File: src/rtl/core/tbc_queue.sv
// small first-word-fall-through queue
`timescale 1ns / 1ps
module tbc_queue #(
  parameter type word_t = logic,
  parameter int  DEPTH  = 2
) (
  input  logic  clk,
  input  logic  rst,
  input  logic  push,
  input  word_t push_word,
  output logic  full,
  input  logic  pop,
  output word_t pop_word,
  output logic  empty
);

  localparam int PTR_W = (DEPTH > 1) ? $clog2(DEPTH) : 1;
  localparam int CNT_W = $clog2(DEPTH + 1);

  word_t            mem [DEPTH];
  logic [PTR_W-1:0] wr_ptr;
  logic [PTR_W-1:0] rd_ptr;
  logic [CNT_W-1:0] count;
  logic             do_push;
  logic             do_pop;

  // handshake
  assign full     = (count == CNT_W'(DEPTH));
  assign empty    = (count == '0);
  assign do_push  = push && !full;
  assign do_pop   = pop && !empty;
  assign pop_word = mem[rd_ptr];

  // storage
  always_ff @(posedge clk) begin
    if (do_push) begin
      mem[wr_ptr] <= push_word;
    end
  end

  // pointers and fill count
  always_ff @(posedge clk) begin
    if (rst) begin
      wr_ptr <= '0;
      rd_ptr <= '0;
      count  <= '0;
    end else begin
      if (do_push) begin
        wr_ptr <= (wr_ptr == PTR_W'(DEPTH - 1)) ? '0 : wr_ptr + PTR_W'(1);
      end
      if (do_pop) begin
        rd_ptr <= (rd_ptr == PTR_W'(DEPTH - 1)) ? '0 : rd_ptr + PTR_W'(1);
      end
      if (do_push && !do_pop) begin
        count <= count + CNT_W'(1);
      end else if (do_pop && !do_push) begin
        count <= count - CNT_W'(1);
      end
    end
  end

  a_count_bound: assert property (@(posedge clk) disable iff (rst)
    count <= CNT_W'(DEPTH)) else $error("queue count above depth");

  a_count_up: assert property (@(posedge clk) disable iff (rst)
    do_push && !do_pop |=> count == $past(count) + CNT_W'(1))
    else $error("queue count missed a push");

  a_count_down: assert property (@(posedge clk) disable iff (rst)
    do_pop && !do_push |=> count == $past(count) - CNT_W'(1))
    else $error("queue count missed a pop");

endmodule

File: config.mk
export PLATFORM = sky130hd
export DESIGN_NAME = tbc_queue
export DESIGN_NICKNAME = d
export VERILOG_FILES = /design/src/rtl/core/tbc_queue.sv
export SDC_FILE = /design/constraint.sdc
export NUM_CORES = 1
export LEC_CHECK = 0
export BUFFER_PORTS_ARGS = -buffer_cell sky130_fd_sc_hd__buf_4
export CORE_AREA = 4 4 41 43
export CTS_BUF_LIST = sky130_fd_sc_hd__clkbuf_4
export DETAILED_ROUTE_END_ITERATION = 10
export DIE_AREA = 0 0 45 47
export SLEW_MARGIN = 10
export SYNTH_ARGS = -nofsm -noshare
export SYNTH_HDL_FRONTEND = slang
export SYNTH_SLANG_ARGS = --single-unit
File: constraint.sdc
create_clock -name clk -period 2.3 [get_ports clk]
set_input_delay 0.115 -clock clk [delete_from_list [all_inputs] [get_ports clk]]
set_output_delay 0.115 -clock clk [all_outputs]
set_load 0.1 [all_outputs]
Word level (Yosys, flattened, before mapping)
Memory sizes are Yosys's and may differ from the RTL's. A register that Yosys moved wholly into a read port is not among the register bits.
Index checks and enable logic that the tools add are counted.
{ "word_totals": {"reg_bits": 4, "ramBits": 2, "input_bits": 5, "output_inout_bits": 3, "n_memories": 1} }
{ "classes": {"n_addsub": 4, "eq_ne": 1, "muxes": 8, "reduce_logical": 10} }
{ "memory_table": {"columns": ["name", "words", "word_bits", "read_ports", "rd_clocked_by_memory_dff", "write_ports", "line_no", "source"], "rows": [
  ["mem", 2, 1, 1, 1, 1, "20", "word_t mem [DEPTH];"]
]} }
{ "ops": {"columns": ["cell", "count"], "rows": [
  ["$mux W1", 6],
  ["$logic_and A1 B1 Y1", 4],
  ["$logic_not A1 Y1", 4],
  ["$mux W2", 2],
  ["$add A1 B1 Y1 const B", 2],
  ["$add A2 B1 Y2 const B", 1],
  ["$eq A2 B2 Y1 const B", 1],
  ["$logic_not A2 Y1", 1],
  ["$reduce_bool A2 Y1", 1],
  ["$sub A2 B1 Y2 const B", 1]
]} }

Longest topological paths before layout
Gate-level depths: netlist of run 1.
{ "logic_depth": {"ltp_word": 7, "ltp_mapped": 6} }

Least setup slack after synthesis of run 1
OpenSTA, ideal clock, no wires.
{ "synth_timing": {"path_type": "register to register", "startpoint": "reg count[1]", "endpoint": "reg count[1]", "setup_ns": 0.070, "arrival_ns": 2.142, "setup_slack_ns": 0.088, "stages_incl_launch_ff": 6, "n_path_buf": 0, "period_less_slack_ns": 2.212, "cell_sequence": "dfxtp_1 -> nor2b_2 -> nor2_1 -> ha_1 -> or3_1 -> a21oi_1"} }
{ "synth_between": {"elab_chain_cells": 6, "word_cells_on_any_way": 15, "classes_between": "add/sub: 2; eq/ne: 1; mux: 2; reduce/logical: 10"} }
{ "synth_lines": {"columns": ["element", "line_no", "source"], "rows": [
  ["start: declaration", "23", "logic [CNT_W-1:0] count;"],
  ["start signal: assignment", "55", "count <= count + CNT_W'(1);"],
  ["start signal: assignment", "57", "count <= count - CNT_W'(1);"],
  ["$eq A2 B2 Y1 *", "28", "assign full = (count == CNT_W'(DEPTH));"],
  ["named net full", "11", "output logic full,"],
  ["$logic_not A1 Y1 *", "30", "assign do_push = push && !full;"],
  ["$logic_and A1 B1 Y1 *", "30", null],
  ["$logic_not A1 Y1", "56", "end else if (do_pop && !do_push) begin"],
  ["$logic_and A1 B1 Y1", "56", null],
  ["$reduce_bool A2 Y1 (no source line)", null, null]
]} }
The timed path passes the listed nets; every way through them passes the cells marked *. The select of a mux whose other input is x is not followed.
A chain may end at the register's enable or synchronous reset.

Worst setup path in the final report of run 1
{ "layout_timing": {"startpoint": "reg count[0]", "endpoint": "reg count[1]"} }
{ "layout_between": {"elab_chain_cells": 6, "word_cells_on_any_way": 15, "classes_between": "add/sub: 2; eq/ne: 1; mux: 2; reduce/logical: 10"} }
{ "layout_lines": {"columns": ["element", "line_no"], "rows": [
  ["$eq A2 B2 Y1 or $logic_not A2 Y1 (tied branches)", "28, 29"],
  ["$logic_not A1 Y1, on equally long branches", "30, 31"],
  ["$logic_and A1 B1 Y1, on equally long branches", "30, 31"],
  ["$logic_not A1 Y1, on equally long branches", "56, 54"],
  ["$logic_and A1 B1 Y1, on equally long branches", "56, 54"],
  ["$reduce_bool A2 Y1 (no source line) or $mux W2 (tied branches)", null]
]} }
Parallel ways exist; a longest one is shown, timed or not. The select of a mux whose other input is x is not followed.

==> results of run 1 <==
[cells in the final DEF, fill, tap and decap left out]
cell / n
and2_1: 1
nor2b_2: 1
a21oi_1: 2
dfxtp_1: 5
o21ai_0: 3
mux2_2: 1
edfxtp_1: 2
ha_1: 1
nor2_1: 5
or3_1: 2
clkbuf_4: 4
xor2_1: 3
inv_1: 2
buf_4: 7
[final cells by class]
cell class / instances / share of cell area
repair buffers: 7 / 0.1346
multi-input cells: 19 / 0.3109
inverters: 2 / 0.01923
clock buffers: 4 / 0.07692
well taps: 15 / 0.04808
flip-flops and latches: 7 / 0.4103
[per-layer routing]
metal / part of all wire / global-route usage / vias to the layer above
met5: 0 / 0 / -
met3: 0.071 / 0.07280 / 0
met1: 0.44 / 0.05300 / 91
met4: 0 / 0.03509 / 0
met2: 0.49 / 0.07345 / 4
li1: - / - / 116
[metrics by stage]
| step | worst slack (ns) | util | instance area, um2 | std cells |
|---|---|---|---|---|
| after detailed placement | 0.7838 | 0.2769 | 360.3 | 50 |
| after floorplan | 0.08803 | - | 289.0 | 28 |
| after global routing | 0.6699 | 0.3000 | 390.4 | 54 |
| after global placement | 0.7580 | 0.2769 | 360.3 | 50 |
| after CTS | 0.7688 | 0.3000 | 390.4 | 54 |
| final | 0.7855 | 0.3000 | 390.4 | 54 |
[cell families after synthesis]
group,synth area share
adders and majority gates,0.04328
muxes,0.03896
buffers and inverters,0.02598
xor gates and xnor gates,0.09093
and+or+nand+nor,0.1602
AOI/OAI and AO/OA,0.08657
DFF,0.5541
[path summary, 6_finish.rpt]
path,endpoint
min,mem[0]$_DFFE_PP_
max,count[1]$_SDFFE_PP0P_
max reg2reg,count[1]$_SDFFE_PP0P_
min reg2reg,wr_ptr$_SDFFE_PP0N_
==> qor.yml, run 1 <==
drtAntennaViolNets: 0
grt_pass1_wl_um: 765
cpMaxStageDelayCell: "dfxtp_1"
routedWlPerCell_um: 8.815
cp_top_family: "compound AO/OA/AOI/OAI gates"
cts_tree: "done"
cp.depth: 4
firstDrtPassIters: 4
ff_latch_area_um2: 160.2
cts_resized: 0
critPathBufInv: 0
grt-ovfl-total: 0
critPathKind: "reg -> reg"
synthArstFlopShare: 0
crit_chain: "o21ai_0 > ha_1 > or3_1 > a21oi_1"
synth_area_per_cell_um2: 10.32
drc: 0
fp.dieArea_um2: 2115
synth_top_cell_by_area: "dfxtp_1"
core-area_um2: 1301
critPathLaunch: "count[0]$_SDFFE_PP0P_"
syn2layout_area_growth_pct: 35.06
place.gp.congestion: 0.5912
drv_cap: 0
slew_headroom: 0.7960
grt_max_degree: 6
setup_tns_ns: 0
cp.arrival_ns: 1.70
synth_cells: 28
holdPathStages: 1
grt_antenna_before_repair: 0
hp-start: "push_word"
ys_ff_latch: 7
rsz0062_at_grt: "false"
rows: 13
nNetsFinal: 46
final-hold-violation-count: 0
fp.dieH_um: 47
critPathRequiredTime_ns: 2.48
vias_per_cell: 3.907
syn_area_um2: 289.0
nFillCells: 154
r2r-start: "count[0]$_SDFFE_PP0P_"
whs_ns: 0.05528
min_period_ns: 1.515
insertion_delay_ns: 0.25
post_cts.repair.setup_buffers: 0
drive_above_1_share: 0.3333
reg2reg_slack_ns: 0.79
clock_skew_ns: 0.0008279
cts.reportedPaths.clkPinSlew_ns: 0.05
hold_class: "in -> reg"
die_w_um: 45
finalSetupViolCount: 0
crit_path_max_fanout: 5
num_io_pins: 8
vias: 211
first_global_vias: 194
cts-htree-levels: 1
clock-sinks: 7
status: "completed"
slowest_delay_ns: 0.36
cts_buffer_depth: 2
synth.area.top_cells: "dfxtp_1, edfxtp_1, xor2_1"
wirelength_um: 476
syn_nets: 34
ys_seq_area_frac: 0.5541
synth_commonest_cells: "dfxtp_1, nor2_1, o21ai_0, xor2_1"
start_kind: "register"
diodes: 0
cts_root_buffer: "clkbuf_4"
cts_made_buffers: 3
worst_pin_slew_ns: 0.3028
period_share: 0.6585
groute.usage.overall: 0.05873
slew_violations: 0
synth.distinct_cells: 12
max_freq_mhz: 660.3
dr.first_iter.drc_count: 4
yosysWarnings: 0
synth-edff-count: 2
ys.flop_type: "dfxtp_1"
r2r_cells: 4
initial_core_util: 0.2221
synth_top_area_frac: 0.3463
hold_buffers: 0
endpoint_kind: "register"
multi_input_area_um2: 121.4
portBuffers: 7
Power of run 1 is left out: the tool's default activity adds up to more than one toggle a clock period on the data nets, which glitch-free logic cannot reach.
==> run 2: changes to the inputs <==
==> constraint.sdc (replaced) <==
create_clock -name clk -period 1.4 [get_ports clk]
set_input_delay 0.07 -clock clk [delete_from_list [all_inputs] [get_ports clk]]
set_output_delay 0.07 -clock clk [all_outputs]
set_load 0.1 [all_outputs]
==> run 2 against run 1 <==
First-iteration DRC count shrank 100%; clock skew is essentially flat; fmax grew 9.8%; register-to-register slack lost 0.76 ns; cell area grew 16%; routed wire length grew 22%; die area is the same.
==> qor.yml, run 2 (synthesized netlist as in run 1, its figures left out) <==
slew_headroom: 0.8157  # was 0.7960
cts.reportedPaths.clkPinSlew_ns: 0.05  # about the same
clock_skew_ns: 0.0003998  # was 0.0008279 ns
rsz0062_at_grt: "true"  # was false
die_w_um: 45  # unchanged
nFillCells: 148  # was 154
cts_root_buffer: "clkbuf_4"  # unchanged
num_io_pins: 8  # unchanged
status: "completed"  # unchanged
portBuffers: 7  # unchanged
finalSetupViolCount: 0  # unchanged
start_kind: "register"  # unchanged
rows: 13  # unchanged
cts_buffer_depth: 2  # unchanged
slew_violations: 0  # unchanged
insertion_delay_ns: 0.25  # about the same
mostFrequentLayoutCell: "buf_4"  # unchanged
grt_max_degree: 6  # unchanged
firstDrtPassIters: 1  # was 4
nNetsFinal: 52  # was 46
grt-ovfl-total: 0  # unchanged
final-hold-violation-count: 0  # unchanged
grt_pass1_wl_um: 993  # was 765 um
initial_core_util: 0.2221  # unchanged
critPathRequiredTime_ns: 1.58  # was 2.48 ns
place_area_um2: 405.4  # was 360.3 um2
routedWlPerCell_um: 9.683  # was 8.815 um
groute.usage.overall: 0.07222  # was 0.05873
crit_path_max_fanout: 3  # was 5
core-area_um2: 1301  # unchanged
setup_tns_ns: 0  # unchanged
hold_class: "in -> reg"  # unchanged
period_share: 0.9852  # was 0.6585
post_cts.repair.setup_buffers: 0  # unchanged
cts_tree: "done"  # unchanged
clock-sinks: 7  # unchanged
fp.dieH_um: 47  # unchanged
min_period_ns: 1.379  # was 1.515 ns
drv_cap: 0  # unchanged
final_area_um2: 454.2  # was 390.4 um2
cts-htree-levels: 1  # unchanged
place.gp.congestion: 0.6920  # was 0.5912
fp.dieArea_um2: 2115  # unchanged
dpl.hpwl_um: 458.2
vias_per_cell: 4.067  # was 3.907
endpoint_kind: "register"  # unchanged
multi_input_area_um2: 135.1  # was 121.4 um2
worst_pin_slew_ns: 0.2787  # was 0.3028 ns
cts_made_buffers: 3  # unchanged
critPathKind: "reg -> reg"  # unchanged
vias: 244  # was 211
ff_latch_area_um2: 162.7  # was 160.2 um2
grt_antenna_before_repair: 0  # unchanged
first_global_vias: 274  # was 194
wirelength_um: 581  # was 476 um
cp.arrival_ns: 1.56  # was 1.70 ns
diodes: 0  # unchanged
drive_above_1_share: 0.5111  # was 0.3333
drc: 0  # unchanged
syn2layout_area_growth_pct: 57.14  # was 35.06%
layout_common_cells: "buf_4, nor2_1, clkbuf_4, xor2_1, dfxtp_1"  # was buf_4, nor2_1, dfxtp_1, clkbuf_4
max_freq_mhz: 725.0  # was 660.3 MHz
drtAntennaViolNets: 0  # unchanged
dr.first_iter.drc_count: 0  # was 4
-- run 2: cell types whose count changed in the layout (fill, tap and decap cells not counted), sizes merged --
cell,delta
buf,+5
dlygate4sd3,+1
-- run 2: area by class of cell --
cell class,count,share of cell area
Multi-Input combinational cell,19,0.2975
Inverter,2,0.01653
Timing Repair Buffer,13,0.2204
Clock buffer,4,0.06612
Sequential cell,7,0.3581
Tap cell,15,0.04132
-- run 2: worst paths after layout --
| path | from | to | slack [ns] | cells after the start |
|---|---|---|---|---|
| min | push_word | mem[1]$_DFFE_PP_ | 0.01 | 1 |
| max | count[1]$_SDFFE_PP0P_ | count[1]$_SDFFE_PP0P_ | 0.02 | 5 |
| max reg2reg | count[1]$_SDFFE_PP0P_ | count[1]$_SDFFE_PP0P_ | 0.02 | 5 |
| min reg2reg | wr_ptr$_SDFFE_PP0N_ | wr_ptr$_SDFFE_PP0N_ | 0.50 | 2 |
-- run 2: critical path, stage by stage, from the launching register on --
cell     delay [ns]
dfxtp_2        0.32
nor2b_4        0.12
nor2_2         0.11
ha_2           0.29
or3_1          0.36
a21oi_2        0.11
-- run 2: metrics by stage --
| step | setup slack, ns | util | hold slack, ns | instances |
|---|---|---|---|---|
| after floorplan | -0.4441 | - | 0.1317 | 28 |
| after global routing | -0.03120 | 0.3490 | 0.001289 | 60 |
| after detailed placement | -0.01376 | 0.3115 | 0.2659 | 55 |
| final | 0.02068 | 0.3490 | 0.01167 | 60 |
| after CTS | 0.02713 | 0.3365 | 0.0006883 | 59 |
| after global placement | 0.03672 | 0.3115 | 0.2622 | 55 |
-- run 2: metal layers --
layer | GRT usage | vias to the layer above | wire, um | share of wire
met5 | 0 | - | 0 | 0
met4 | 0.03509 | 0 | 0 | 0
li1 | - | 127 | - | -
met3 | 0.05747 | 0 | 42 | 0.072
met2 | 0.1299 | 7 | 318 | 0.55
met1 | 0.05530 | 110 | 220 | 0.38
-- run 2: what timing repair did --
item,4_1_cts,5_1_grt
pin swaps,0,1
endpoints found under the hold margin,0,1
setup endpoints to repair,1,1
hold buffers,0,1
resized for setup,2,3
Power of run 2 is left out for the same reason.
